## config.mk

```make
export PLATFORM = sky130hd
export DESIGN_NAME = pidpc_clamp
export DESIGN_NICKNAME = d
export VERILOG_FILES = /design/src/hdl/pidpc_pkg.sv /design/src/hdl/pidpc_clamp.sv
export SDC_FILE = /design/constraint.sdc
export NUM_CORES = 1
export LEC_CHECK = 0
export BUFFER_PORTS_ARGS = -buffer_cell sky130_fd_sc_hd__buf_2
export CAP_MARGIN = 20
export CORE_MARGIN = 1.5
export CORE_UTILIZATION = 50
export DETAILED_ROUTE_END_ITERATION = 12
export PLACE_DENSITY = 0.9
export SLEW_MARGIN = 0
export SYNTH_ARGS = -nofsm -noshare
export SYNTH_HDL_FRONTEND = slang
export SYNTH_SLANG_ARGS = --single-unit
```

## constraint.sdc

```tcl
create_clock -name vclk -period 7.77
set_clock_uncertainty 0.05 [all_clocks]
set_input_delay 0 -clock vclk [all_inputs]
set_output_delay 0 -clock vclk [all_outputs]
set_load 0.005 [all_outputs]
```

## src/hdl/pidpc_pkg.sv

```systemverilog
// Shared constants, register codes and types for the PID position controller.
`default_nettype none

package pidpc_pkg;

   // Fixed-point format of the gains and width of the integral accumulator
   localparam int GAIN_FRAC_BITS = 16;
   localparam int INTEG_WIDTH    = 32;

   // Field widths
   localparam int POS_W    = 16;
   localparam int ERR_W    = POS_W + 1;
   localparam int DERIV_W  = ERR_W + 1;
   localparam int GAIN_W   = 24;
   localparam int WINDOW_W = 16;
   localparam int LIMIT_W  = 15;
   localparam int DRIVE_W  = LIMIT_W + 1;

   // Product widths: unsigned gain extended by one sign bit times a signed operand
   localparam int PROP_PROD_W  = GAIN_W + 1 + ERR_W;
   localparam int INTEG_PROD_W = GAIN_W + 1 + INTEG_WIDTH;
   localparam int DERIV_PROD_W = GAIN_W + 1 + DERIV_W;
   localparam int SUM_W        = INTEG_PROD_W + 2;

   // Configuration port
   localparam int CSR_INDEX_W = 3;
   localparam int CSR_DATA_W  = GAIN_W;

   typedef enum logic [CSR_INDEX_W-1:0] {
      CSR_PROP_GAIN    = 3'd0,
      CSR_INTEG_GAIN   = 3'd1,
      CSR_DERIV_GAIN   = 3'd2,
      CSR_INTEG_WINDOW = 3'd3,
      CSR_DRIVE_LIMIT  = 3'd4
   } csr_index_type;

   // Register reset values
   localparam logic [GAIN_W-1:0]   PROP_GAIN_RST    = 24'd327680;
   localparam logic [GAIN_W-1:0]   INTEG_GAIN_RST   = 24'd2621;
   localparam logic [GAIN_W-1:0]   DERIV_GAIN_RST   = 24'd0;
   localparam logic [WINDOW_W-1:0] INTEG_WINDOW_RST = 16'd50;
   localparam logic [LIMIT_W-1:0]  DRIVE_LIMIT_RST  = 15'd127;

   // One result word, as handed from the clamp stage to the output register
   typedef struct packed {
      logic signed [DRIVE_W-1:0] drive;
      logic                      clamped;
   } result_type;

endpackage

`default_nettype wire

```

## src/hdl/pidpc_clamp.sv

```systemverilog
// Truncate the gain sum toward zero, drop the fraction bits and clamp to the drive limit.
`default_nettype none

module pidpc_clamp (
   input  wire logic signed [pidpc_pkg::SUM_W-1:0]   sum,
   input  wire logic        [pidpc_pkg::LIMIT_W-1:0] limit,
   output pidpc_pkg::result_type                     result
);

   logic                             neg;
   logic [pidpc_pkg::SUM_W-1:0]      abs_sum;
   logic [pidpc_pkg::SUM_W-1:0]      mag;
   logic                             over;
   logic [pidpc_pkg::LIMIT_W-1:0]    mag_clip;
   logic [pidpc_pkg::DRIVE_W-1:0]    mag_ext;

   always_comb begin
      neg      = sum[pidpc_pkg::SUM_W-1];
      abs_sum  = neg ? (~sum + 1'b1) : sum;
      // shift the magnitude so the drop of fraction bits truncates toward zero
      mag      = abs_sum >> pidpc_pkg::GAIN_FRAC_BITS;
      over     = mag > pidpc_pkg::SUM_W'(limit);
      mag_clip = over ? limit : mag[pidpc_pkg::LIMIT_W-1:0];
      mag_ext  = {1'b0, mag_clip};
      result.drive   = neg ? $signed(~mag_ext + 1'b1) : $signed(mag_ext);
      result.clamped = over;
   end

endmodule

`default_nettype wire

```

==> qor.yml, run 1 <==
cp-start-kind: "input pin"
synth_top_area_share: 0.0773
finalHoldViolations: 0
cap_violations: 0
fmax_ghz: 0.151
pwr-share-seq: 0
slew_violations: 0
grt_max_degree: 38
crit_required_ns: 7.72
crit_path_top_delay_cell: "or4b_1"
synth_compound_area_frac: 0.266
worstPathMaxFanout: 14
post_synth_instance_area_um2: 2590
dr.pass1.iters: 7
vdd_drop_max_mv: 0.0225
hpwl_um: 7050
ys_top_cells_by_area: "ha_1 7.7%, mux2i_1 6.2%, nor2_1 5.8%"
status: "finished, final reports clean"
path_cells: "buf_2 -> nor4_1 -> nand4_1 -> or3_1 -> o41ai_1 -> xnor2_1 -> ha_1 -> nand4_1 -> or2_2 -> nor4_1 -> o21ai_0 -> nor4b_1 -> o2111ai_1 -> nor3_4 -> mux2i_1 -> ha_1 -> inv_1 -> or4b_1 -> or3_1 -> o31ai_1 -> xnor2_1 -> a21oi_1 -> buf_2"
utilization: 0.606
setup_tns_ns: 0
via_per_inst: 6.45
worstHoldPathType: "in -> out"
setup.worst_path.class: "in -> out"
grt_antenna_before_repair: 1
pwr-share-comb: 1.000
p_sw_uw: 86.4
power.total_uw: 149
syn_area_per_cell_um2: 6.59
wl_um: 8680
synth_top_family_by_area: "simple AND/OR/NAND/NOR gates"
io_buffers: 91
crit_path_end: "result[15]"
syn-num-nets: 483
synth_xor_area_frac: 0.0744
worst-path-buf-inv: 3
num-fill-cells: 500
grt_pass1_vias: 3210
grt_remaining_overflow: 0
slowest_delay_ns: 0.62
start_util: 0.514
insertedDiodeCount: 0
power_leakage_uw: 0.00123
grt_pass1_wl_um: 13700
cp_top_family: "simple AND/OR/NAND/NOR gates"
seqCellArea_um2: 0
p_sw_frac: 0.580
clkbuf_count: 0
antenna_left: 0
worst_pin_slew_ns: 0.903
coreArea_um2: 5040
die_y_um: 75.0
internal-power_uw: 62.6
nets: 559
synth_top_area_cell: "ha_1"
core.rowCount: 26
cts_hold_buf: 0
ctsResizeCount: 0
crit_path_end_kind: "primary output"
final_layout_size_suffix_gt1_frac: 0.257
synth_cell_type_count: 63
die_area_um2: 5620
seq_cell_count: 0
synth-simple-area-share: 0.378
first_iter_violations: 187
die_x_um: 75.0
routedWlPerCell_um: 16.2
rsz0062_at_grt: "false"
period_needed_ns: 6.62
cp-startpoint: "sum[13]"
area_delta_synth_final_pct: 17.9
synth_mux_area_frac: 0.126
ios: 91
relSlewSlack: 0.393
globalRouteTotalUtil: 0.301
ys_seq_area_frac: 0
syn_inst: 393
clkPwrFrac: 0
cts_setup_buffers: 0
globalplace.congestion: 0.970
powerDensity_nw_per_um2: 48.8
worst-path-stages: 23
finalSetupViolations: 0
vias: 3462
fin_crit_sh: 0.852
synth_fa_ha_area_frac: 0.0773
drc: 0
worstPathArrival_ns: 6.57
ys_warn_count: 0
[per-layer routing]
layer  vias up  GRT usage  share of wire  wire length (µm)
li1       1655          -              -                 -
met1      1602      0.364           0.42              3650
met2       175      0.555           0.49              4230
met3        28     0.0174          0.060               524
met4         2      0.119          0.030               259
met5         -          0         0.0015                13
[cells by family after synthesis]
logic type / after synthesis
mux: 26
simple gates: 183
buf+inv: 47
fa+ha+maj: 16
compound gates: 99
xor+xnor: 22
[power by group through the flow]
stage                     combinational [µW]  sequential (µW)  clock (µW)
after floorplan                         86.8                0           0
after global placement                   141                0           0
after detailed placement                 145                0           0
after CTS                                146                0           0
after global routing                     163                0           0
final                                    149                0           0
[how the worst min path moves through the flow]
stage,cells past startpoint,from,end,slack (ns)
2_1_floorplan,2,limit[0],result[1],0.07
3_5_place_dp,4,limit[0],result[1],0.30
5_1_grt,4,limit[0],result[1],0.34
6_report,4,limit[0],result[1],0.30
4_1_cts,4,limit[0],result[1],0.30
3_3_place_gp,4,limit[0],result[1],0.30
[cells in the final DEF (no fill, tap or decap), drive strengths merged, types with 3 or more instances in the layout]
master / synthesis / routed
and2: 5 / 5
o311a: 3 / 3
a21oi: 20 / 20
o32ai: 3 / 3
nor4: 19 / 19
ha: 16 / 16
a311oi: 3 / 3
nand3: 14 / 14
xnor2: 17 / 17
inv: 26 / 26
or4: 10 / 10
nand2: 39 / 39
o221ai: 3 / 3
a22oi: 3 / 3
buf: 8 / 94
nor3: 18 / 18
nand4: 10 / 10
or2: 8 / 8
a21o: 3 / 3
nor2: 40 / 40
a31oi: 5 / 5
mux4: 4 / 4
xor2: 5 / 5
mux2i: 16 / 16
o21ai: 23 / 23
mux2: 6 / 6
nor4b: 3 / 3
o41ai: 3 / 3
a211oi: 3 / 3
or3: 10 / 10
o31ai: 12 / 12
[synthesized netlist by cell type (all sizes together) (4+ instances only)]
library cell / instances
mux2i: 16
mux4: 4
xor2: 5
xnor2: 17
nor2: 40
and2: 5
ha: 16
a31oi: 5
mux2: 6
o31ai: 12
nor3: 18
inv: 26
nand2: 39
or3: 10
or4: 10
or2: 8
buf: 8
nor4: 19
a21oi: 20
nand4: 10
nand3: 14
clkbuf: 12
o21ai: 23
[worst min-delay path, cell delays in order]
cell     delay [ns]
buf_2          0.10
mux2i_1        0.08
inv_1          0.06
buf_2          0.10
[stage by stage]
stage               setup slack (ns)  area [µm²]  cells  hold WS, ns
global route                   0.657        3060    537        0.337
detailed placement              1.22        3060    537        0.299
global placement                1.61        3060    537        0.301
CTS                             1.22        3060    537        0.301
finish                          1.15        3060    537        0.302
floorplan                       2.05        2590    393       0.0741
[area by class of cell]
cell class	instances	area, µm²	share of cell area
Tap cell	70	87.6	0.0287
Multi-Input combinational cell	346	2390	0.781
Inverter	27	104	0.0340
Timing Repair Buffer	94	478	0.156
(Power assumes the default switching activity.)
==> inputs of run 2 (changes only) <==
Settings changed: REMOVE_ABC_BUFFERS from default to 1.
==> qor.yml, run 2 (synthesized netlist as in run 1, its figures left out) <==
final_cell_mix: "91 x buf_2, 40 x nor2_1, 39 x nand2_1"
p_sw_uw: 84.8  # -1.8%
grt_pass1_wl_um: 13200  # -3.7%
worst_pin_slew_ns: 0.758  # -0.144 ns
final_layout_size_suffix_gt1_frac: 0.259  # +0.00159
relSlewSlack: 0.490  # +0.0972
die_y_um: 75.0  # unchanged
ctsResizeCount: 0  # unchanged
period_needed_ns: 6.36  # -0.267 ns
fmax_ghz: 0.157  # +4.2%
grt_pass1_vias: 2923  # -8.9%
grt_antenna_before_repair: 0  # -1
vdd_drop_max_mv: 0.0268  # +19%
core.rowCount: 26  # unchanged
crit_required_ns: 7.72  # about the same
slowest_delay_ns: 0.60  # -0.02 ns
insertedDiodeCount: 0  # unchanged
drc: 0  # unchanged
cts_setup_buffers: 0  # unchanged
area_delta_synth_final_pct: 18.2
worstPathMaxFanout: 13  # -1
crit_path_end_kind: "primary output"
min_path_cells: 5  # +1
ios: 91  # unchanged
start_util: 0.514  # unchanged
cts_hold_buf: 0  # unchanged
dr.pass1.iters: 6  # -1
via_per_inst: 6.40  # -0.73%
pwr-share-seq: 0  # unchanged
cp_top_family: "simple AND/OR/NAND/NOR gates"
rsz0062_at_grt: "false"
worst-path-stages: 25  # +8.7%
wl_um: 8440  # -2.8%
die_x_um: 75.0  # unchanged
seq_cell_count: 0  # unchanged
finalHoldViolations: 0  # unchanged
powerDensity_nw_per_um2: 48.0  # -1.5%
worst-path-buf-inv: 5  # +2
fin_area_um2: 3060  # +0.25%
place_area_um2: 3060  # +0.25%
pwr-share-comb: 1.000  # about the same
crit_path_top_delay_cell: "or4b_1"
antenna_left: 0  # unchanged
slew_violations: 0  # unchanged
hpwl_um: 6960  # -1.4%
power_leakage_uw: 0.00123  # +0.44%
layout_commonest_cell: "buf_2"
p_sw_frac: 0.577  # -0.00309
routedWlPerCell_um: 15.7  # -3.0%
cp-start-kind: "input pin"
die_area_um2: 5620  # unchanged
worstHoldPathType: "in -> out"
io_buffers: 91  # unchanged
status: "finished, final reports clean"
nets: 560  # +0.18%
clkPwrFrac: 0  # unchanged
finalSetupViolations: 0  # unchanged
clkbuf_count: 0  # unchanged
globalplace.congestion: 1.00  # +3.5%
first_iter_violations: 305  # +63%
seqCellArea_um2: 0  # unchanged
coreArea_um2: 5040  # unchanged
fin_crit_sh: 0.818  # -0.0343
internal-power_uw: 62.3  # -0.55%
vias: 3443  # -0.55%
grt_max_degree: 34  # -11%
setup.worst_path.class: "in -> out"
cap_violations: 0  # unchanged
setup_tns_ns: 0  # unchanged
worstPathArrival_ns: 6.31  # -0.26 ns
grt_remaining_overflow: 0  # unchanged
globalRouteTotalUtil: 0.291  # -0.0106
run 2: cell count changes in the layout (fill, tap and decap cells not counted):
cell / delta
buf_4: +1
run 2: through the flow:
step                      instances  hold slack (ns)  power (µW)  worst slack (ns)  utilization
final                           538            0.351         147              1.41        0.607
after global routing            538            0.379         164             0.798        0.607
after CTS                       538            0.359         145              1.41        0.607
after detailed placement        538            0.353         145              1.44        0.607
after global placement          538            0.331         142              1.71        0.607
after floorplan                 373           0.0104        80.0              1.41            -
run 2: path summary, 6_finish.rpt:
check	startpoint	endpoint	slack (ns)
min	limit[13]	result[14]	0.35
max	sum[26]	result[15]	1.41
run 2: final cells by class:
class                      count  area [µm²]
timing repair buffer          95         485
fill                         506        1980
tap                           70        87.6
inverter                      27         104
multi-input combinational    346        2390
run 2: worst min-delay path, cell delays in order:
cell and delay [ns]:
buf_2 0.09, xnor2_1 0.06, nor2_1 0.08, a21oi_1 0.04, buf_2 0.12
run 2: routing by layer:
metal  share of wire  global-route usage  vias up
met2            0.48               0.539      215
met3           0.093             0.00803       14
li1                -                   -     1657
met5               0                   0        -
met4           0.012              0.0283        0
met1            0.41               0.387     1557
run 2: power by group through the flow:
| stage | Sequential [µW] | Combinational [µW] | Clock (µW) |
|---|---|---|---|
| 2_1_floorplan | 0 | 80.0 | 0 |
| 3_3_place_gp | 0 | 142 | 0 |
| 3_5_place_dp | 0 | 145 | 0 |
| 4_1_cts | 0 | 145 | 0 |
| 5_1_grt | 0 | 164 | 0 |
| 6_report | 0 | 147 | 0 |
==> inputs of run 3 (changes only) <==
Settings changed: ABC_AREA from default to 1, PLACE_DENSITY 0.9 to 0.88.
Clock period 7.77 ns to 6.1 ns, I/O delays scaled along.
==> qor.yml, run 3 <==
status: "finished, final reports clean"
hpwl_um: 8410  # +21%
vias: 4185  # +22%
die_area_um2: 6510  # +16%
ys_top_cells_by_area: "nand2_1 29%, nor2_1 17%, inv_1 9.1%"
cp_top_family: "simple AND/OR/NAND/NOR gates"
powerDensity_nw_per_um2: 59.2  # +23%
synth_top_area_cell: "nand2_1"
synth_top_area_share: 0.291  # +0.214
coreArea_um2: 5890  # +17%
grt_remaining_overflow: 0  # unchanged
first_iter_violations: 232  # -24%
io_buffers: 91  # unchanged
synth_top_cells_by_count: "234 x nand2_1, 133 x nor2_1, 73 x inv_1"
synth_cell_type_count: 34  # -46%
final_layout_size_suffix_gt1_frac: 0.182  # -0.0767
fin_area_um2: 3480  # +14%
setup_tns_ns: 0  # unchanged
core.rowCount: 28  # +7.7%
fin_crit_sh: 0.676
globalplace.congestion: 0.977  # -2.7%
antenna_left: 0  # unchanged
finalHoldViolations: 0  # unchanged
yosysMostFrequentCell: "nand2_1"
power_leakage_uw: 0.00187  # +51%
clkbuf_count: 0  # unchanged
syn_inst: 637  # +62%
dp.cells: 790  # +47%
post_synth_instance_area_um2: 3020  # +16%
fin_cells: 790  # +47%
relSlewSlack: 0.595  # +0.105
worst-path-stages: 24  # -4.0%
syn_area_per_cell_um2: 4.73  # -28%
routedWlPerCell_um: 12.2  # -22%
cts_hold_buf: 0  # unchanged
setup.worst_path.class: "in -> out"
grt_antenna_before_repair: 0  # unchanged
crit_required_ns: 6.05  # -1.67 ns
grt_max_degree: 40  # +18%
finalSetupViolations: 0  # unchanged
worst-path-buf-inv: 4  # -1
crit_path_top_delay_cell: "buf_2"
worstPathArrival_ns: 4.07  # -2.24 ns
die_x_um: 80.7  # +7.6%
holdWs_ns: 0.394  # +0.0433 ns
power.total_uw: 206  # +40%
vdd_drop_max_mv: 0.0371  # +38%
crit_path_end_kind: "primary output"
min_path_cells: 6  # +1
period_needed_ns: 4.12
die_y_um: 80.7  # +7.6%
dr.pass1.iters: 5  # -1
via_per_inst: 5.30  # -17%
fmax_ghz: 0.243
critPathMostFrequentCell: "nand2_1"
ios: 91  # unchanged
rsz0062_at_grt: "false"
drc: 0  # unchanged
grt_pass1_wl_um: 15500  # +18%
path_cells: "buf_2 -> buf_4 -> o21ai_0 -> xnor2_1 -> ha_1 -> a21oi_1 -> nor2_1 -> a211oi_1 -> nand3_1 -> nand2_1 -> inv_2 -> nor2_4 -> nand2_2 -> nand2_1 -> nand2_1 -> ha_1 -> nand3_1 -> nor2_1 -> nand2_1 -> nand2_1 -> nand2_1 -> nand2_1 -> nand2_1 -> buf_2"
worst_pin_slew_ns: 0.608  # -0.150 ns
cts_setup_buffers: 0  # unchanged
slew_violations: 0  # unchanged
cp-start-kind: "input pin"
wl_um: 9670  # +15%
insertedDiodeCount: 0  # unchanged
seqCellArea_um2: 0  # unchanged
ctsResizeCount: 0  # unchanged
seq_cell_count: 0  # unchanged
slowest_delay_ns: 0.48  # -0.12 ns
ys_warn_count: 0  # unchanged
place_area_um2: 3480  # +14%
globalRouteTotalUtil: 0.296  # +0.00496
final_cell_mix: "234 x nand2_1, 133 x nor2_1, 91 x buf_2"
ys_seq_area_frac: 0  # unchanged
worstPathMaxFanout: 39  # +26
start_util: 0.512  # -0.00157
grt_pass1_vias: 3767  # +29%
layout_commonest_cell: "nand2_1"
nets: 807  # +44%
cap_violations: 0  # unchanged
area_delta_synth_final_pct: 15.3
worstHoldPathType: "in -> out"
[run 3: path summary, 6_finish.rpt]
check / start / endpoint
hold / removal: limit[4] / result[5]
setup / recovery: sum[58] / result[15]
[run 3: cell families after synthesis]
kind of cell             after synthesis  share of synthesized area
AND/OR/NAND/NOR                      469                      0.659
buffers and inverters                 92                      0.129
AO/OA/AOI/OAI                         37                     0.0797
XOR/XNOR                              23                     0.0668
adder cells (fa/ha/maj)               16                     0.0664
[run 3: where the power goes]
| group | switching (µW) | internal (µW) | total (µW) |
|---|---|---|---|
| sequential | 0 | 0 | 0 |
| clock | 0 | 0 | 0 |
| combinational | 127 | 78.9 | 206 |
| total | 127 | 78.9 | 206 |
[run 3: metal layers]
layer,share of wire,GRT usage,up-vias
met4,0.033,0.109,0
li1,-,-,2136
met5,0,0,-
met1,0.41,0.338,1837
met3,0.062,0.0193,30
met2,0.49,0.566,182
[run 3: layout make-up]
class,count,area [µm²]
Fill cell,630,2410
Inverter,78,293
Multi-Input combinational cell,545,2630
Tap cell,75,93.8
Timing Repair Buffer,92,463
[run 3: stage by stage]
stage	utilization	setup WS, ns
CTS	0.591	2.04
global placement	0.591	2.26
floorplan	-	2.96
detailed placement	0.591	2.05
finish	0.591	1.98
global route	0.591	1.58
[run 3: worst min-delay path, cell delays in order]
cell     delay [ns]
buf_2          0.09
nand2_1        0.05
nand2_1        0.09
xor2_1         0.08
inv_1          0.04
buf_2          0.10
